## src/rtl/sbusrx_pkg.sv

```systemverilog
package sbusrx_pkg;

  localparam int FRAME_BYTES     = 25;
  localparam int OUT_CHANNELS    = 18;
  localparam int ANALOG_CHANNELS = 16;
  localparam int FLAG_BYTE       = 23;
  localparam int CH_BITS         = 11;
  localparam int ANALOG_BITS     = ANALOG_CHANNELS * CH_BITS;  // 176
  localparam int FLAG_BITS       = 8;
  localparam int SHREG_BITS      = ANALOG_BITS + FLAG_BITS;    // bytes 1..23
  localparam int ANA_IDX_W       = $clog2(ANALOG_CHANNELS);
  localparam int POS_W           = 5;
  localparam int IDX_W           = 5;
  localparam int TIME_W          = 32;
  localparam int TIMEOUT_W       = 16;
  localparam int CFG_DATA_W      = 16;
  localparam int CFG_IDX_W       = 2;
  localparam int QUEUE_DEPTH     = 2;

  localparam logic [7:0] START_BYTE = 8'h0F;

  // flag byte bits
  localparam int FLAG_DIG0     = 0;
  localparam int FLAG_DIG1     = 1;
  localparam int FLAG_LOST     = 2;
  localparam int FLAG_FAILSAFE = 3;

  localparam logic [TIMEOUT_W-1:0] TIMEOUT_RST  = 16'd3500;
  localparam logic [CH_BITS-1:0]   DIG_LOW_RST  = 11'd173;
  localparam logic [CH_BITS-1:0]   DIG_HIGH_RST = 11'd1812;

  typedef enum logic [CFG_IDX_W-1:0] {
    CFG_FRAME_TIMEOUT = 2'd0,
    CFG_DIGITAL_LOW   = 2'd1,
    CFG_DIGITAL_HIGH  = 2'd2
  } cfg_reg_e;

  typedef struct packed {
    logic [TIMEOUT_W-1:0] frame_timeout_us;
    logic [CH_BITS-1:0]   digital_low_value;
    logic [CH_BITS-1:0]   digital_high_value;
  } cfg_t;

  typedef struct packed {
    logic [FLAG_BITS-1:0]   flags;
    logic [ANALOG_BITS-1:0] analog;
  } frame_t;

  typedef struct packed {
    logic full;
    logic empty;
  } fifo_stat_t;

endpackage

```

## src/rtl/sbusrx_front.sv

```systemverilog
module sbusrx_front (
  input  logic                                 clk,
  input  logic                                 rst_n,
  input  sbusrx_pkg::cfg_t                     cfg,
  input  logic                                 in_valid,
  output logic                                 in_ready,
  input  logic [7:0]                           in_rx_byte,
  input  logic [sbusrx_pkg::TIME_W-1:0]        in_time_us,
  input  sbusrx_pkg::fifo_stat_t               fifo_stat,
  output logic                                 push,
  output sbusrx_pkg::frame_t                   push_frame
);

  localparam int DW = sbusrx_pkg::SHREG_BITS;
  localparam logic [sbusrx_pkg::POS_W-1:0] POS_FULL  = sbusrx_pkg::POS_W'(sbusrx_pkg::FRAME_BYTES);
  localparam logic [sbusrx_pkg::POS_W-1:0] POS_LAST  =
    sbusrx_pkg::POS_W'(sbusrx_pkg::FRAME_BYTES - 1);
  localparam logic [sbusrx_pkg::POS_W-1:0] POS_FLAG  = sbusrx_pkg::POS_W'(sbusrx_pkg::FLAG_BYTE);
  localparam logic [sbusrx_pkg::POS_W-1:0] POS_FIRST = sbusrx_pkg::POS_W'(1);

  logic [sbusrx_pkg::POS_W-1:0]  pos_r, pos_nxt, pos_eff;
  logic [sbusrx_pkg::TIME_W-1:0] start_r, start_nxt, elapsed;
  logic [DW-1:0]                 shreg_r, shreg_nxt;
  logic                          timed_out, accept;

  // stall only when the frame queue has no room left
  assign in_ready = !fifo_stat.full;
  assign accept   = in_valid && in_ready;

  assign push_frame.analog = shreg_r[sbusrx_pkg::ANALOG_BITS-1:0];
  assign push_frame.flags  = shreg_r[DW-1:sbusrx_pkg::ANALOG_BITS];

  always_comb begin
    elapsed   = in_time_us - start_r;
    // negative elapsed (bit 31 set) never times out
    timed_out = !elapsed[sbusrx_pkg::TIME_W-1] &&
                (elapsed > {{(sbusrx_pkg::TIME_W-sbusrx_pkg::TIMEOUT_W){1'b0}},
                            cfg.frame_timeout_us});
    pos_eff   = timed_out ? '0 : pos_r;
    pos_nxt   = pos_r;
    start_nxt = start_r;
    shreg_nxt = shreg_r;
    push      = 1'b0;
    if (accept) begin
      priority if (pos_eff == '0) begin
        if (in_rx_byte == sbusrx_pkg::START_BYTE) begin
          pos_nxt   = POS_FIRST;
          start_nxt = in_time_us;
        end else begin
          pos_nxt = '0;
        end
      end else if (pos_eff < POS_FULL) begin
        pos_nxt = pos_eff + POS_FIRST;
        if (pos_eff <= POS_FLAG) begin
          shreg_nxt = {in_rx_byte, shreg_r[DW-1:8]};
        end
        if (pos_eff == POS_LAST) begin
          push = 1'b1;
        end
      end else begin
        pos_nxt = pos_eff;  // frame done, wait for a timeout
      end
    end
  end

  always_ff @(posedge clk) begin
    if (!rst_n) begin
      pos_r   <= '0;
      start_r <= '0;
    end else begin
      pos_r   <= pos_nxt;
      start_r <= start_nxt;
    end
  end

  always_ff @(posedge clk) begin
    shreg_r <= shreg_nxt;
  end

endmodule

```

## src/rtl/sbusrx_frame_fifo.sv

```systemverilog
module sbusrx_frame_fifo #(
  parameter int DEPTH = sbusrx_pkg::QUEUE_DEPTH
) (
  input  logic                   clk,
  input  logic                   rst_n,
  input  logic                   push,
  input  sbusrx_pkg::frame_t     push_frame,
  input  logic                   pop,
  output sbusrx_pkg::frame_t     head,
  output sbusrx_pkg::fifo_stat_t stat
);

  localparam int PTR_W = (DEPTH > 1) ? $clog2(DEPTH) : 1;
  localparam int CNT_W = $clog2(DEPTH + 1);
  localparam logic [PTR_W-1:0] PTR_LAST = PTR_W'(DEPTH - 1);
  localparam logic [CNT_W-1:0] CNT_FULL = CNT_W'(DEPTH);

  sbusrx_pkg::frame_t mem [DEPTH];

  logic [PTR_W-1:0] wr_ptr_r, wr_ptr_nxt, rd_ptr_r, rd_ptr_nxt;
  logic [CNT_W-1:0] cnt_r, cnt_nxt;

  assign head       = mem[rd_ptr_r];
  assign stat.full  = (cnt_r == CNT_FULL);
  assign stat.empty = (cnt_r == '0);

  always_comb begin
    wr_ptr_nxt = wr_ptr_r;
    rd_ptr_nxt = rd_ptr_r;
    cnt_nxt    = cnt_r;
    if (push) begin
      wr_ptr_nxt = (wr_ptr_r == PTR_LAST) ? '0 : wr_ptr_r + PTR_W'(1);
    end
    if (pop) begin
      rd_ptr_nxt = (rd_ptr_r == PTR_LAST) ? '0 : rd_ptr_r + PTR_W'(1);
    end
    unique case ({push, pop})
      2'b10:   cnt_nxt = cnt_r + CNT_W'(1);
      2'b01:   cnt_nxt = cnt_r - CNT_W'(1);
      default: cnt_nxt = cnt_r;
    endcase
  end

  always_ff @(posedge clk) begin
    if (!rst_n) begin
      wr_ptr_r <= '0;
      rd_ptr_r <= '0;
      cnt_r    <= '0;
    end else begin
      wr_ptr_r <= wr_ptr_nxt;
      rd_ptr_r <= rd_ptr_nxt;
      cnt_r    <= cnt_nxt;
    end
  end

  always_ff @(posedge clk) begin
    if (push) begin
      mem[wr_ptr_r] <= push_frame;
    end
  end

endmodule

```

## src/rtl/sbusrx_back.sv

```systemverilog
module sbusrx_back (
  input  logic                                 clk,
  input  logic                                 rst_n,
  input  sbusrx_pkg::cfg_t                     cfg,
  input  sbusrx_pkg::frame_t                   head,
  input  sbusrx_pkg::fifo_stat_t               fifo_stat,
  output logic                                 pop,
  output logic                                 out_valid,
  input  logic                                 out_ready,
  output logic [sbusrx_pkg::IDX_W-1:0]         out_channel_index,
  output logic [sbusrx_pkg::CH_BITS-1:0]       out_channel_value,
  output logic                                 out_failsafe,
  output logic                                 out_signal_lost,
  output logic                                 out_last_channel
);

  localparam logic [sbusrx_pkg::IDX_W-1:0] CH_LAST =
    sbusrx_pkg::IDX_W'(sbusrx_pkg::OUT_CHANNELS - 1);
  localparam logic [sbusrx_pkg::IDX_W-1:0] CH_DIG0 =
    sbusrx_pkg::IDX_W'(sbusrx_pkg::ANALOG_CHANNELS);

  logic [sbusrx_pkg::IDX_W-1:0]   ch_r, ch_nxt;
  logic                           valid_r, valid_nxt, load, take, last;
  logic [sbusrx_pkg::CH_BITS-1:0] value;
  logic [sbusrx_pkg::CH_BITS-1:0] value_r;
  logic                           fs_r, lost_r, last_r;

  assign load = !valid_r || out_ready;
  assign take = load && !fifo_stat.empty;
  assign last = (ch_r == CH_LAST);
  assign pop  = take && last;

  always_comb begin
    priority if (ch_r < CH_DIG0) begin
      value = head.analog[ch_r[sbusrx_pkg::ANA_IDX_W-1:0] * sbusrx_pkg::CH_BITS
                          +: sbusrx_pkg::CH_BITS];
    end else if (ch_r == CH_DIG0) begin
      value = head.flags[sbusrx_pkg::FLAG_DIG0] ? cfg.digital_high_value
                                                : cfg.digital_low_value;
    end else begin
      value = head.flags[sbusrx_pkg::FLAG_DIG1] ? cfg.digital_high_value
                                                : cfg.digital_low_value;
    end
  end

  always_comb begin
    valid_nxt = valid_r;
    ch_nxt    = ch_r;
    if (load) begin
      valid_nxt = !fifo_stat.empty;
    end
    if (take) begin
      ch_nxt = last ? '0 : ch_r + sbusrx_pkg::IDX_W'(1);
    end
  end

  always_ff @(posedge clk) begin
    if (!rst_n) begin
      valid_r <= 1'b0;
      ch_r    <= '0;
    end else begin
      valid_r <= valid_nxt;
      ch_r    <= ch_nxt;
    end
  end

  always_ff @(posedge clk) begin
    if (take) begin
      out_channel_index <= ch_r;
      value_r           <= value;
      fs_r              <= head.flags[sbusrx_pkg::FLAG_FAILSAFE];
      lost_r            <= !head.flags[sbusrx_pkg::FLAG_FAILSAFE] &&
                           head.flags[sbusrx_pkg::FLAG_LOST];
      last_r            <= last;
    end
  end

  assign out_valid         = valid_r;
  assign out_channel_value = value_r;
  assign out_failsafe      = fs_r;
  assign out_signal_lost   = lost_r;
  assign out_last_channel  = last_r;

endmodule

```

## src/rtl/sbus_frame_receiver_top.sv

```systemverilog
// S.BUS frame receiver.
// Input channel (in_valid/in_ready): one received byte plus its microsecond
// arrival time per request. Bytes are taken one per cycle while in_ready is
// high; in_ready drops only while the frame queue holds QUEUE_DEPTH complete
// frames that the back end has not finished unpacking.
// Result channel (out_valid/out_ready): 18 channel requests per frame, index
// 0..17 in order, one per cycle while out_ready is high; out_last_channel
// marks index 17. After the frame's last byte is accepted, the queue write and
// then the output register load come before out_valid rises; the back end
// refills its single output register with one result per cycle while
// out_ready is high.
// Config port: cfg_we/cfg_index/cfg_wdata writes timeout, digital low and
// digital high values; other indexes are ignored.
// Reset (rst_n low, synchronous): byte position and frame start time go to
// zero, registers to 3500 us / 173 / 1812, queue and output empty.
// A stalled receiver holds the current result; the front keeps taking bytes
// until the queue fills, then holds in_ready low.
module sbus_frame_receiver_top #(
  parameter int QUEUE_DEPTH = sbusrx_pkg::QUEUE_DEPTH
) (
  input  logic                                 clk,
  input  logic                                 rst_n,
  // configuration
  input  logic                                 cfg_we,
  input  logic [sbusrx_pkg::CFG_IDX_W-1:0]     cfg_index,
  input  logic [sbusrx_pkg::CFG_DATA_W-1:0]    cfg_wdata,
  // byte input
  input  logic                                 in_valid,
  output logic                                 in_ready,
  input  logic [7:0]                           in_rx_byte,
  input  logic [sbusrx_pkg::TIME_W-1:0]        in_time_us,
  // channel results
  output logic                                 out_valid,
  input  logic                                 out_ready,
  output logic [sbusrx_pkg::IDX_W-1:0]         out_channel_index,
  output logic [sbusrx_pkg::CH_BITS-1:0]       out_channel_value,
  output logic                                 out_failsafe,
  output logic                                 out_signal_lost,
  output logic                                 out_last_channel
);

  sbusrx_pkg::cfg_t       cfg_r, cfg_nxt;
  sbusrx_pkg::frame_t     push_frame, head;
  sbusrx_pkg::fifo_stat_t fifo_stat;
  logic                   push, pop;

  // config registers; the user must write them only while the block is idle, which the block does not enforce
  always_comb begin
    cfg_nxt = cfg_r;
    if (cfg_we) begin
      unique case (cfg_index)
        sbusrx_pkg::CFG_FRAME_TIMEOUT:
          cfg_nxt.frame_timeout_us = cfg_wdata[sbusrx_pkg::TIMEOUT_W-1:0];
        sbusrx_pkg::CFG_DIGITAL_LOW:
          cfg_nxt.digital_low_value = cfg_wdata[sbusrx_pkg::CH_BITS-1:0];
        sbusrx_pkg::CFG_DIGITAL_HIGH:
          cfg_nxt.digital_high_value = cfg_wdata[sbusrx_pkg::CH_BITS-1:0];
        default: cfg_nxt = cfg_r;  // unused index
      endcase
    end
  end

  always_ff @(posedge clk) begin
    if (!rst_n) begin
      cfg_r.frame_timeout_us   <= sbusrx_pkg::TIMEOUT_RST;
      cfg_r.digital_low_value  <= sbusrx_pkg::DIG_LOW_RST;
      cfg_r.digital_high_value <= sbusrx_pkg::DIG_HIGH_RST;
    end else begin
      cfg_r <= cfg_nxt;
    end
  end

  // front: timeout, start-byte hunt, byte collection
  sbusrx_front u_front (
    .clk        (clk),
    .rst_n      (rst_n),
    .cfg        (cfg_r),
    .in_valid   (in_valid),
    .in_ready   (in_ready),
    .in_rx_byte (in_rx_byte),
    .in_time_us (in_time_us),
    .fifo_stat  (fifo_stat),
    .push       (push),
    .push_frame (push_frame)
  );

  // complete frames waiting for the back end
  sbusrx_frame_fifo #(
    .DEPTH (QUEUE_DEPTH)
  ) u_fifo (
    .clk        (clk),
    .rst_n      (rst_n),
    .push       (push),
    .push_frame (push_frame),
    .pop        (pop),
    .head       (head),
    .stat       (fifo_stat)
  );

  // back: unpack channels, one result per cycle while out_ready is high
  sbusrx_back u_back (
    .clk               (clk),
    .rst_n             (rst_n),
    .cfg               (cfg_r),
    .head              (head),
    .fifo_stat         (fifo_stat),
    .pop               (pop),
    .out_valid         (out_valid),
    .out_ready         (out_ready),
    .out_channel_index (out_channel_index),
    .out_channel_value (out_channel_value),
    .out_failsafe      (out_failsafe),
    .out_signal_lost   (out_signal_lost),
    .out_last_channel  (out_last_channel)
  );

endmodule

```

## config.mk

```make
export PLATFORM = sky130hd
export DESIGN_NAME = sbus_frame_receiver_top
export DESIGN_NICKNAME = d
export VERILOG_FILES = /design/src/rtl/sbusrx_pkg.sv /design/src/rtl/sbusrx_front.sv /design/src/rtl/sbusrx_frame_fifo.sv /design/src/rtl/sbusrx_back.sv /design/src/rtl/sbus_frame_receiver_top.sv
export SDC_FILE = /design/constraint.sdc
export NUM_CORES = 1
export LEC_CHECK = 0
export BUFFER_PORTS_ARGS = -buffer_cell sky130_fd_sc_hd__buf_2
export CAP_MARGIN = 20
export CELL_PAD_IN_SITES_DETAIL_PLACEMENT = 1
export CELL_PAD_IN_SITES_GLOBAL_PLACEMENT = 1
export CORE_MARGIN = 2
export CORE_UTILIZATION = 57
export CTS_CLUSTER_SIZE = 16
export DETAILED_ROUTE_END_ITERATION = 7
export GPL_TIMING_DRIVEN = 1
export PLACE_DENSITY_LB_ADDON = 0.1
export SETUP_SLACK_MARGIN = 0.1
export SLEW_MARGIN = 40
export SYNTH_ARGS = -nofsm -noshare
export SYNTH_HDL_FRONTEND = slang
export SYNTH_SLANG_ARGS = --single-unit
```

## constraint.sdc

```tcl
create_clock -name clk -period 29.4 [get_ports clk]
set_input_delay 2.94 -clock clk [delete_from_list [all_inputs] [get_ports clk]]
set_output_delay 2.94 -clock clk [all_outputs]
set_load 0.1 [all_outputs]
```

* Word level (Yosys, flattened, before mapping)
Memory sizes are Yosys's and may differ from the RTL's. A register that Yosys moved wholly into a read port is not among the register bits.
Index checks and enable logic that the tools add are counted.
** Cells by class
- Add/subtract/negate cells :: 7
- Multiply operators :: 1
- Divide/modulo/power cells :: 0
- $lt $le $gt $ge :: 4
- Equal/unequal tests :: 9
- Shift operators :: 1
- Mux-type cells :: 20
- Bitwise operators :: 1
- Reduce and logical (&&, ||, !) cells :: 20
** Operator list (number)
- 176-bit by 9-bit variable part select with 11-bit output :: 1
- 11-bit 2-to-1 mux :: 4
- 32-bit by 16-bit > comparator with 1-bit output :: 1
- 32-bit subtractor :: 1
- 5-bit 2-to-1 mux :: 4
- 5-bit equality test (second input constant) :: 3
- 1-bit 2-to-1 mux :: 11
- 5-bit by 1-bit adder with 5-bit output (second input constant) :: 2
- 5-bit less-than comparator (second input constant) :: 2
- 8-bit by 4-bit equality test with 1-bit output (second input constant) :: 1
- 4-bit by 4-bit multiplier with 8-bit output (second input constant) :: 1
- 2-bit equality test (second input constant) :: 3
- 2-bit AND reduction :: 3
- 5-bit <= comparator (second input constant) :: 1
- 1-bit logical AND :: 5
- 1-bit zero test :: 5
- 5-bit zero test :: 1
- 2-bit by 1-bit equality test with 1-bit output (second input constant) :: 2
- 2-bit zero test :: 2
- 2-bit one-hot mux with 2 select lines :: 1
- 4-bit AND reduction :: 1
- 3-bit AND reduction :: 1
- 1-bit adder (second input constant) :: 2
- 2-bit by 1-bit adder with 2-bit output (second input constant) :: 1
- 4 further kinds :: 4
** Storage, ports and cells
- Flip-flop bits (word level) :: 288
- Latch bits :: 0
- Memory bits (writable) :: 368
- Memory bits (read-only) :: 0
- Input bits :: 63
- Output and inout port bits :: 21
- Logic and storage cells :: 80
- Memories kept :: 1
** Memories
- u_fifo.mem :: depth 2, width 184, rd ports 1, clocked after Yosys merged registers in 1, wr ports 1, RTL line sbusrx_frame_fifo.sv:18 : sbusrx_pkg::frame_t mem [DEPTH];

* Depth between registers and ports, before layout
Gate-level depths: netlist (run 1).
- Depth after elaboration :: 11
- Gate-level depth with buffers :: 27
- Depth with buffers taken out :: 26

* Hierarchy
From an unflattened synthesis (run 1), not the netlist that was laid out.
** Unflattened totals
- Cells, all modules :: 1715
- Area, all modules :: 27530.2 µm²
** Modules (own cells, without submodules)
- sbusrx_frame_fifo :: instances 1, cells an instance 594, area each 13479.2 µm², sequential area each 11150.7 µm²
- sbusrx_front :: instances 1, cells an instance 739, area each 9759.4 µm², sequential area each 6266.0 µm²
- sbusrx_back :: instances 1, cells an instance 225, area each 2720.1 µm², sequential area each 690.7 µm²
- sbus_frame_receiver_top :: instances 1, cells an instance 157, area each 1571.5 µm², sequential area each 760.7 µm²

* Worst setup path before layout (run 1)
No wires, ideal clock.
- Path kind :: input to register
- Start point :: input port in_time_us[0] in the netlist's numbering
- End point :: register u_front.shreg_r[0] (netlist: u_front.push_frame[0]) (enable)
- Library setup time :: 0.838 ns
- Arrival :: 16.397 ns
- Required time :: 28.562 ns
- Setup slack :: 12.165 ns
- Stages on the path :: 25
- Buffers on the path :: 1
- Cell sequence :: inv_1 > ha_1 > fa_1 > nor2b_1 > o2111ai_1 > a21oi_1 > nor2_1 > o21ai_0 > xor2_1 > ha_1 > a21oi_1 > nand2_1 > a211o_1 > o31ai_1 > nand4_1 > a2111oi_4 > nand4_2 > o31ai_4 > buf_6 > and2_1 > inv_1 > ha_1 > a21oi_1 > o21ai_2 > a31oi_1
** Between the ends
- Cells in the longest elaborated chain, start to end :: 7
- Elaborated cells between the ends (all ways) :: 10
- Classes of those cells :: add/sub (1); order compare (3); mux (1); bitwise (1); reduce/logical (4)
** RTL lines
- start, declared :: RTL line sbus_frame_receiver_top.sv:31 : input logic [sbusrx_pkg::TIME_W-1:0] in_time_us,
- 32-bit subtractor (*) :: RTL line sbusrx_front.sv:34 : elapsed = in_time_us - start_r;
- 32-bit by 16-bit > comparator with 1-bit output / 1-bit zero test (equally long branches) :: RTL line sbusrx_front.sv:37, sbusrx_front.sv:36
- 1-bit logical AND (*) :: RTL line sbusrx_front.sv:36 : timed_out = !elapsed[sbusrx_pkg::TIME_W-1] &&
- 5-bit 2-to-1 mux (*) :: RTL line sbusrx_front.sv:39 : pos_eff = timed_out ? '0 : pos_r;
- parallel branches: the longest is 2 deep, another holds 5-bit <= comparator
- 4-bit AND reduction (no source line) (*)
- end signal, assigned :: RTL line sbusrx_front.sv:77 : shreg_r <= shreg_nxt;
- end, declared :: RTL line sbusrx_front.sv:23 : logic [DW-1:0] shreg_r, shreg_nxt;
Mark *: on every way between the ends.
A chain may end at the register's enable or synchronous reset.

* Worst setup path after layout (run 1)
- Start point :: input port in_time_us[0] in the netlist's numbering
- End point :: register u_front.shreg_r[1] (netlist: u_front.push_frame[1]) (enable)
Same word-level chain as after synthesis.

==> results of run 1 <==
## sequential cells by signal, indices dropped and copies added (netlist names), 2 cells and up, named ones only
name                      count
u_back.ch_r                   5
u_back.out_channel_value     11
u_front.pos_r                 5
u_fifo.cnt_r                  2
u_fifo.mem                  360
u_front.push_frame          184
u_back.out_channel_index      5
cfg_r                        38
u_front.start_r              32
## synth_stat cells (3+ instances only)
cell       count
edfxtp_1     563
nand2_1      185
mux4_2       111
dfxtp_1       86
a21oi_1       79
inv_1         68
ha_1          53
clkbuf_1      52
mux2i_1       48
nor2_1        41
nand3_1       24
o21ai_0       24
nor2b_1       16
a211oi_1      14
nor3_1        14
o211ai_1      14
a21o_1        13
nand4_1       13
xnor2_1       13
buf_1         11
o21a_1        10
xor2_1        10
and2_1         7
a21oi_2        5
a31oi_1        5
nand2b_1       5
o221ai_1       5
or3_1          5
and3b_1        4
buf_2          4
buf_6          4
a21boi_0       3
nand3b_1       3
o2111ai_1      3
o22ai_1        3
o311ai_0       3
or2_2          3
## routing by layer
metal,up-vias,track usage (%),share of wire (%)
li1,6299,-,-
met1,7258,36.7,44
met2,386,41.4,49
met3,100,5.58,5.6
met4,0,7.57,2.2
met5,-,0,0
## stage by stage
| step | total power, mW | util [%] | instance area, um2 | worst slack, ps |
|---|---|---|---|---|
| after floorplan | 1.05 | - | 26100 | 12160 |
| after global placement | 1.06 | 59.9 | 27100 | 19120 |
| after detailed placement | 1.06 | 60.1 | 27200 | 18850 |
| after CTS | 1.87 | 64.7 | 29300 | 19440 |
| after global routing | 1.91 | 64.7 | 29300 | 19070 |
| final | 1.86 | 64.7 | 29300 | 19630 |
## worst max-delay path by stage
stage,from,end,slack [ps],depth (start not counted)
5_1_grt,in_time_us[0],u_front.push_frame[0]$_DFFE_PP_,19070,27
6_report,in_time_us[0],u_front.push_frame[1]$_DFFE_PP_,19630,27
2_1_floorplan,in_time_us[0],u_front.push_frame[0]$_DFFE_PP_,12160,25
4_1_cts,in_time_us[0],u_front.push_frame[50]$_DFFE_PP_,19440,27
3_3_place_gp,in_time_us[0],u_front.push_frame[60]$_DFFE_PP_,19120,27
3_5_place_dp,in_time_us[0],u_front.push_frame[1]$_DFFE_PP_,18850,27
## worst register-to-register path, stage by stage, from the launching register on
cell       delay, ps
dfxtp_1          320
ha_1             210
fa_1             410
nor2b_1          190
o2111ai_1        220
a21oi_1          290
nor2_1           130
o21ai_0          230
xor2_1           210
ha_1             290
nand4_1          140
a311oi_1          70
a211o_1          270
o31ai_1          360
nand4_1          220
a2111oi_4        240
nand4_2          220
o31ai_4          720
and2_1           260
inv_1             60
ha_1             250
a21oi_1          310
o21ai_2          150
a31oi_4          180
buf_4            580
buf_6            650
## report_power, final
| part | switching, mW | internal [mW] | total [mW] |
|---|---|---|---|
| combinational | 0.0358 | 0.0204 | 0.0562 |
| sequential | 0.00115 | 0.988 | 0.989 |
| clock | 0.337 | 0.476 | 0.813 |
| total | 0.373 | 1.48 | 1.86 |
## layout make-up
cell class	count	area share [%]
Multi-Input combinational cell	785	23.6
Timing Repair Buffer	103	2.26
Clock inverter	31	0.969
Antenna cell	1	0.00854
Clock buffer	86	6.14
Tap cell	600	2.56
Sequential cell	649	63.6
Inverter	68	0.871
## kinds of logic (layout without fill, tap and decap cells)
kind of cell    after synthesis  after routing  share of synthesized area, %
compound gates              214            214                          5.64
fa+ha+maj                    54             54                          2.62
mux                         161            161                          11.5
other cells                   0              1                             0
xor+xnor                     23             23                         0.773
flops                       649            649                          71.5
simple gates                333            333                          5.84
buf+inv                     139            288                          2.14
==> metrics.md, run 1 <==
| Metric | Value |
|---|---|
| Status | `complete, no violations` |
| WS Path Type | `in -> reg` |
| CTS root buf | `clkbuf_16` |
| Final Hold Fails | `0` |
| Fin nets | `1790` |
| Commonest non-fill, non-tap cells in the layout | `563 x edfxtp_1, 185 x nand2_1, 111 x mux4_2` |
| # IOs | `84` |
| Clock Tree Buf Depth | `3` |
| IO buf count | `83` |
| Max-cap violations | `0` |
| Largest net degree at the start of global routing | `91` |
| Tmin final | `slightly below 10000 ps` |
| FF+latch count, synth | `649` |
| CP Max Fanout | `64` |
| HP Class | `reg -> reg` |
| Worst hold stages | `0` |
| Filler Cells Inserted | `about 4000` |
| Commonest non-fill, non-tap cell in the layout | `edfxtp_1` |
| Max Slew Vio Count | `0` |
| Non-Filler Instances | `2323` |
| Post-synthesis net count | `1690` |
| Worst min-delay path startpoint | `u_front.push_frame[182]$_DFFE_PP_` |
| Post-synthesis cell type count | `72` |
| Endpoints failing setup | `0` |
| Slowest cell delay on critical path | `720 ps` |
| Die footprint | `~0.047 mm2` |
| Critical Path Source Type | `primary input` |
| Top Family by Delay on Critical Path | `compound AO/OA/AOI/OAI gates` |
| H-tree lvl count | `3` |
| Crit path DAT | `9990 ps` |
| LEAKAGE | `9.50 nW` |
| Vias per inst | `between 6 and 7` |
| Reg2reg end | `u_front.push_frame[1]$_DFFE_PP_` |
| Endpoint, Worst Hold | `u_front.push_frame[174]$_DFFE_PP_` |
| Iter 0 DRT Violations | `between 1000 and 1500` |
| Setup TNS | `0 ps` |
| Die height | `218 um` |
| Post-cts resize count | `0` |
| CP max stage cell | `o31ai_4` |
| Post-Synthesis Cells | `~1600` |
| Final Cycle Share | `33.2%` |
| Row cnt | `78` |
| Initial antenna violation count | `4` |
| Worst-margin pin slew | `853 ps` |
| Worst vdd ir | `about 0.062 mV` |
| Grt ovf | `0` |
| CTS buffer count | `between 60 and 70` |
| Per-cell routed wire length | `around 26 um` |
| Drt pass-1 iters | `5` |
| Register area share after synthesis | `71.5%` |
| Core area | `about 0.045 mm2` |
| Post-synth top area cell | `edfxtp_1` |
| Pwr dens | `63.4 mW/mm2` |
| Reg2reg path depth | `25` |
| Layout area overhead | `12.5%` |
| Synth async-reset ratio | `0%` |
| RSZ-0062 raised after global routing | `no` |
| CP Capture Type | `flip-flop` |
| Placer congestion estimate | `0.842` |
| Worst path bufs/invs | `5` |
| Register area | `0.0186 mm2` |
| Share of layout cells above drive strength 1 | `19.3%` |
| Via count | `between 10000 and 15000` |
| Vias in the first global route | `~15000` |
| Clk sinks | `649` |
| WHS | `432 ps` |
| Routed wire length | `about 60000 um` |
| Hold_buf cts | `0` |
| Multi-input gate area | `0.00692 mm2` |
| Drt drc | `0` |
| Max transition margin | `between 40% and 50%` |
| CTS tree | `built` |
| Syn Area/Cell | `16.6 um2` |
| Post-CTS setup buffers | `0` |
| Synth top area cells | `edfxtp_1 65%, mux4_2 9.6%, dfxtp_1 6.6%, nand2_1 2.7%, ha_1 2.5%` |
| Worst-path clk slew | `60 ps` |
| YS warnings | `0` |
| DP Wirelength | `39500 um` |
| First-pass GRT wire length | `90400 um` |
| Share of the synthesized area in the top cell type | `64.9%` |
| R2r setup slk | `21790 ps` |
| Antenna viol nets, final | `0` |
| Clock latency on the worst-skew pair | `600 ps` |
| Placed Instances | `between 2000 and 2500` |
| Initial cell density of the core | `57.6%` |
| Die Wd | `218 um` |
| Ys flop type | `edfxtp_1` |
| EDFF count, synth | `563` |
| Gr usage total | `26.0%` |
| Worst endpoint required time | `29620 ps` |
| Final Skew | `15.3 ps` |
| Reg-to-Reg Start | `u_front.start_r[0]$_SDFFE_PN0P_` |
| Fmax | `0.102 GHz` |
| CP dominant cell by count | `ha_1` |
| Synth Cell Area | `0.0261 mm2` |
(Power assumes the default switching activity.)
==> run 2: changes to the inputs <==
Settings changed: ABC_AREA set to 1, CORE_UTILIZATION 57 to 51.
Clock period 29.4 ns to 9.03 ns, I/O delays scaled along.
==> run 2 against run 1 <==
Against the previous run: first-iteration DRC count is 12% higher; final area rose by 2.8%; cell count grew 34%; register-to-register slack got worse by 18000 ps; critical path type unchanged; largest cell class unchanged; largest power group unchanged.
==> metrics.md, run 2 <==
| Metric | Value |
|---|---|
| CTS buffer count | `a little under 70` |
| Fin nets | `2487` |
| Combinational share of power | `3.1%` |
| Ys flop type | `edfxtp_1` |
| Core area | `0.0522 mm2` |
| Die Wd | `233 um` |
| Synth Cell Area | `0.0268 mm2` |
| Largest net degree at the start of global routing | `128` |
| DP Wirelength | `43400 um` |
| Adder-Cell Fraction of Synth Area | `under 10%` |
| HP Class | `reg -> reg` |
| Register area share after synthesis | `69.5%` |
| Slowest cell delay on critical path | `490 ps` |
| CTS root buf | `clkbuf_16` |
| Mux share of post-synthesis cell area | `0%` |
| CP max stage cell | `buf_12` |
| Reg with most FFs | `u_fifo.mem` |
| Register area | `~0.019 mm2` |
| Post-cts resize count | `0` |
| Layout area overhead | `12.3%` |
| Commonest non-fill, non-tap cell in the layout | `edfxtp_1` |
| # IOs | `84` |
| LEAKAGE | `11.0 nW` |
| Final Hold Fails | `0` |
| XOR/XNOR share of the synthesized area | `0.555%` |
| Max-cap violations | `0` |
| Status | `complete, no violations` |
| Clk network pwr share | `between 40 and 50%` |
| Die footprint | `0.0544 mm2` |
| Vias per inst | `5.65` |
| Share of power burned in registers | `between 50% and 60%` |
| Antenna viol nets, final | `0` |
| Per-cell routed wire length | `~22 um` |
| CTS tree | `built` |
| Synth top area cells | `edfxtp_1 63%, dfxtp_1 6.4%, o21ai_0 4.9%, nor2_1 4.6%, nand2_1 4.6%` |
| YS warnings | `0` |
| Commonest non-fill, non-tap cells in the layout | `563 x edfxtp_1, 327 x nor2_1, 325 x nand2_1` |
| Setup TNS | `0 ps` |
| Post-CTS setup buffers | `0` |
| Initial cell density of the core | `51.3%` |
| EDFF count, synth | `563` |
| Multi-input gate area | `0.00706 mm2` |
| Initial antenna violation count | `3` |
| Worst vdd ir | `0.126 mV` |
| Endpoints failing setup | `0` |
| Hold_buf cts | `0` |
| Clk sinks | `between 600 and 700` |
| Drt drc | `0` |
| Core Util, Final | `57.7%` |
| Internal power | `roughly 4.9 mW` |
| Main combinational cell family by area after synthesis | `simple AND/OR/NAND/NOR gates` |
| Synth Area in Compound Gates | `11.3%` |
| Iter 0 DRT Violations | `1260` |
| Fmax | `roughly 0.18 GHz` |
| Post-synth top area cell | `edfxtp_1` |
| First-pass GRT wire length | `106000 um` |
| WS Path Type | `in -> reg` |
| CP Capture Type | `flip-flop` |
| Worst-path clk slew | `roughly 60 ps` |
| CP Max Fanout | `99` |
| Design area | `0.0301 mm2` |
| Max Slew Vio Count | `0` |
| Clock Tree Buf Depth | `3` |
| Post-synthesis net count | `roughly 2400` |
| Tmin final | `5590 ps` |
| Post-synthesis cell type count | `between 40 and 50` |
| Reg-to-Reg Start | `u_front.start_r[6]$_SDFFE_PN0P_` |
| IO buf count | `83` |
| Crit path launch | `in_time_us[6]` |
| Crit path DAT | `5800 ps` |
| Via count | `17543` |
| Filler Cells Inserted | `5309` |
| Die height | `233 um` |
| Area after DPL | `0.0280 mm2` |
| H-tree lvl count | `3` |
| RSZ-0062 raised after global routing | `no` |
| Most frequent cell after synthesis | `edfxtp_1` |
| CP dominant cell by count | `nand2_1` |
| Grt ovf | `0` |
| Final Cycle Share | `61.9%` |
| Share of the synthesized area in the top cell type | `a little over three fifths` |
| Synthesized-area fraction occupied by and/or/nand/nor cells | `11.8%` |
| Synth top cells by count | `563 x edfxtp_1, 328 x nor2_1, 326 x nand2_1` |
| Worst endpoint required time | `9250 ps` |
| Pwr dens | `between 200 and 250 mW/mm2` |
| Drt pass-1 iters | `5` |
| WHS | `422 ps` |
| Gr usage total | `25.7%` |
| Syn Area/Cell | `approximately 12 um2` |
| Row cnt | `84` |
| FF+latch count, synth | `649` |
| Share of layout cells above drive strength 1 | `11.0%` |
| Vias in the first global route | `roughly 18000` |
| Max reg flops | `360` |
| Worst-margin pin slew | `855 ps` |
| Placer congestion estimate | `0.844` |
| Switching power | `1.26 mW` |
| Routed wire length | `68700 um` |
| Clock latency on the worst-skew pair | `600 ps` |
| Post-Synthesis Cells | `between 2000 and 2500` |
| Final Skew | `about 22 ps` |
| Critical Path Source Type | `primary input` |
| Worst min-delay path startpoint | `u_front.push_frame[182]$_DFFE_PP_` |
| Switch share | `20.6%` |
| Synth async-reset ratio | `0%` |
| Max transition margin | `43.0%` |
run 2: path summary, 6_finish.rpt:
check	end	slack, ps	depth (start not counted)
hold reg to reg	u_front.push_frame[174]$_DFFE_PP_	420	0
hold / removal	u_front.push_frame[174]$_DFFE_PP_	420	0
setup / recovery	u_fifo.mem[1][41]$_DFFE_PP_	3440	29
setup reg to reg	u_fifo.mem[1][41]$_DFFE_PP_	3520	29
run 2: logic make-up (layout without fill, tap and decap cells):
| kind of cell | Yosys count | count (layout) |
|---|---|---|
| xor+xnor | 17 | 17 |
| compound gates | 498 | 498 |
| other cells | 0 | 1 |
| fa+ha+maj | 54 | 54 |
| flops | 649 | 649 |
| buf+inv | 300 | 422 |
| simple gates | 775 | 775 |
run 2: worst max-delay path, delay by kind of cell:
family | cells | cell delay, ps
AO/OA/AOI/OAI | 2 | 390
buffers and inverters | 4 | 1150
AND/OR/NAND/NOR | 19 | 2150
adder cells (fa/ha/maj) | 3 | 950
XOR/XNOR | 1 | 120
run 2: per-stage QoR:
step / setup WS, ps / instances / total power [mW]
after floorplan: 175 / 2293 / 3.41
after global placement: 2890 / 2985 / 3.47
after detailed placement: 2690 / 2988 / 3.48
after CTS: 3310 / 3103 / 6.18
after global routing: 2960 / 3103 / 6.32
final: 3440 / 3104 / 6.14
run 2: final cells by class:
class                   instances  area share [%]
diodes                          1         0.00830
inverters                     201            2.55
flip-flops and latches        649            61.9
clock inverters                22           0.864
well taps                     688            2.86
clock buffers                  93            6.17
multi-input cells            1344            23.4
repair buffers                106            2.26
run 2: power by group through the flow:
| stage | Clock (mW) | Sequential [mW] | Combinational, mW |
|---|---|---|---|
| floorplan | 0 | 3.29 | 0.127 |
| global placement | 0 | 3.29 | 0.186 |
| detailed placement | 0 | 3.29 | 0.192 |
| CTS | 2.77 | 3.22 | 0.194 |
| global route | 2.87 | 3.22 | 0.220 |
| finish | 2.72 | 3.22 | 0.192 |
run 2: routing by layer:
layer,GRT usage [%],vias to the layer above,routed length [um]
met1,35.1,8723,30100
li1,-,8225,-
met3,4.41,109,3770
met2,42.1,484,33100
met5,0,-,10
met4,7.98,2,1730
==> run 3: changes to the inputs <==
Clock period 9.03 ns to 5.85 ns, I/O delays scaled along.
==> run 3 against run 2 <==
Against the previous run: global-route usage is 0.88 points higher; sequential share of layout area is 0.76 points lower; sequential power is 55% higher; wire length is 4.0% higher; combinational power is 56% higher; largest power group unchanged; highest routed layer is now met4; worst setup slack worse by 2700 ps.
==> metrics.md, run 3 (same netlist as run 2, synthesis figures left out) <==
| Metric | Value |
|---|---|
| Worst min-delay path startpoint | `in_rx_byte[5]` |
| CP max stage cell | `buf_12` |
| Max transition margin | `between 40% and 50%` |
| CTS buffer count | `70` |
| Reg-to-Reg Start | `u_front.start_r[9]$_SDFFE_PN0P_` |
| Pwr dens | `approximately 320 mW/mm2` |
| Slowest cell delay on critical path | `390 ps` |
| Post-CTS setup buffers | `0` |
| CTS root buf | `clkbuf_16` |
| Multi-input gate area | `0.00714 mm2` |
| Initial antenna violation count | `0` |
| Design area | `0.0305 mm2` |
| Endpoints failing setup | `0` |
| Worst vdd ir | `0.254 mV` |
| Largest net degree at the start of global routing | `95` |
| HP Class | `in -> reg` |
| # IOs | `84` |
| CTS tree | `built` |
| Die Wd | `233 um` |
| First-pass GRT wire length | `109000 um` |
| Share of power burned in registers | `51.8%` |
| CP Max Fanout | `71` |
| Die height | `233 um` |
| Max reg flops | `360` |
| Final Cycle Share | `between 80% and 90%` |
| CP dominant cell by count | `nand2_1` |
| Layout area overhead | `13.7%` |
| Reg2reg path depth | `29` |
| Routed wire length | `just over 70000 um` |
| Tmin final | `5090 ps` |
| Commonest non-fill, non-tap cell in the layout | `edfxtp_1` |
| Filler Cells Inserted | `5301` |
| Worst endpoint required time | `6120 ps` |
| Register area | `approximately 0.019 mm2` |
| Core area | `between 0.05 and 0.06 mm2` |
| Antenna diodes | `0` |
| Commonest non-fill, non-tap cells in the layout | `563 x edfxtp_1, 327 x nor2_1, 321 x nand2_1` |
| DP Wirelength | `46100 um` |
| Clk sinks | `649` |
| WS Path Type | `reg -> reg` |
| Combinational share of power | `3.1%` |
| Fin nets | `2500` |
| Grt ovf | `0` |
| Worst hold stages | `1` |
| Max Slew Vio Count | `0` |
| Max-cap violations | `0` |
| Vias in the first global route | `18573` |
| Antenna viol nets, final | `0` |
| Drt pass-1 iters | `5` |
| Fin worst setup slack | `756 ps` |
| Drt drc | `0` |
| Final Hold Fails | `0` |
| Die footprint | `approximately 0.054 mm2` |
| Share of layout cells above drive strength 1 | `between 10% and 20%` |
| LEAKAGE | `roughly 11 nW` |
| Fmax | `a little under 0.2 GHz` |
| Vias per inst | `5.74` |
| Clock Tree Buf Depth | `3` |
| Iter 0 DRT Violations | `1404` |
| RSZ-0062 raised after global routing | `no` |
| Setup TNS | `0 ps` |
| CP Capture Type | `flip-flop` |
| Initial cell density of the core | `51.3%` |
| Crit path DAT | `5360 ps` |
| Critical Path Source Type | `flip-flop` |
| Total Power | `9.62 mW` |
| Reg with most FFs | `u_fifo.mem` |
| Worst-margin pin slew | `877 ps` |
| Crit path launch | `u_front.start_r[9]$_SDFFE_PN0P_` |
| Placement Setup Slack | `approximately 210 ps` |
| Clock latency on the worst-skew pair | `around 620 ps` |
| Placer congestion estimate | `roughly 0.85` |
| Per-cell routed wire length | `22.9 um` |
| Switching power | `roughly 2.0 mW` |
| Area after DPL | `0.0282 mm2` |
| Clk network pwr share | `45.1%` |
| Status | `complete, no violations` |
| Gr usage total | `26.6%` |
| Internal power | `7.61 mW` |
| Final Skew | `between 30 and 40 ps` |
| Row cnt | `84` |
| Worst-path clk slew | `50 ps` |
| Via count | `approximately 18000` |
| Switch share | `20.8%` |
| IO buf count | `83` |
| H-tree lvl count | `3` |
[run 3: cell count changes in the layout (fill, tap and decap cells not counted), moves of 4 or more]
cell and delta:
clkinv_2 +8, clkinv_1 +6, clkbuf_1 -6, nand2_1 -4, buf_12 +9
[run 3: per-layer routing]
metal | up-vias | track usage (%) | part of all wire [%]
met1 | 9055 | 37.2 | 45
li1 | 8281 | - | -
met3 | 126 | 4.00 | 5.1
met2 | 473 | 42.8 | 48
met4 | 0 | 8.78 | 2.4
met5 | - | 0 | 0
[run 3: metrics by stage]
stage	util [%]	instances	hold slack, ps
global placement	54.0	2996	407
finish	58.4	3125	175
floorplan	-	2293	400
CTS	58.3	3123	145
global route	58.4	3125	165
detailed placement	54.0	2997	407
[run 3: final timing paths]
check / to / slack [ps]
max: u_fifo.mem[1][135]$_DFFE_PP_ / 760
min: u_front.push_frame[181]$_DFFE_PP_ / 170
max reg2reg: u_fifo.mem[1][135]$_DFFE_PP_ / 760
min reg2reg: u_front.push_frame[173]$_DFFE_PP_ / 420
[run 3: critical path: cells and delay by family (launching register included)]
family | cells | cell delay (ps)
XOR/XNOR | 1 | 90
adder cells (fa/ha/maj) | 2 | 680
buffers and inverters | 5 | 1090
flip-flops | 1 | 300
AND/OR/NAND/NOR | 21 | 2550
[run 3: layout make-up]
| class | instances | area share (%) |
|---|---|---|
| clock buffers | 89 | 6.15 |
| clock inverters | 37 | 1.14 |
| inverters | 201 | 2.53 |
| multi-input cells | 1344 | 23.4 |
| flip-flops and latches | 649 | 61.1 |
| well taps | 688 | 2.82 |
| repair buffers | 117 | 2.86 |
[run 3: timing repair]
item	in CTS	in global routing
setup endpoints to repair	0	90
hold buffers	0	0
resized for setup	0	0
[run 3: power by group through the flow]
stage               logic (mW)  clock network, mW  registers [mW]
global route             0.342               4.59            4.98
detailed placement       0.301                  0            5.08
global placement         0.291                  0            5.07
finish                   0.300               4.34            4.98
floorplan                0.199                  0            5.07
CTS                      0.303               4.41            4.98
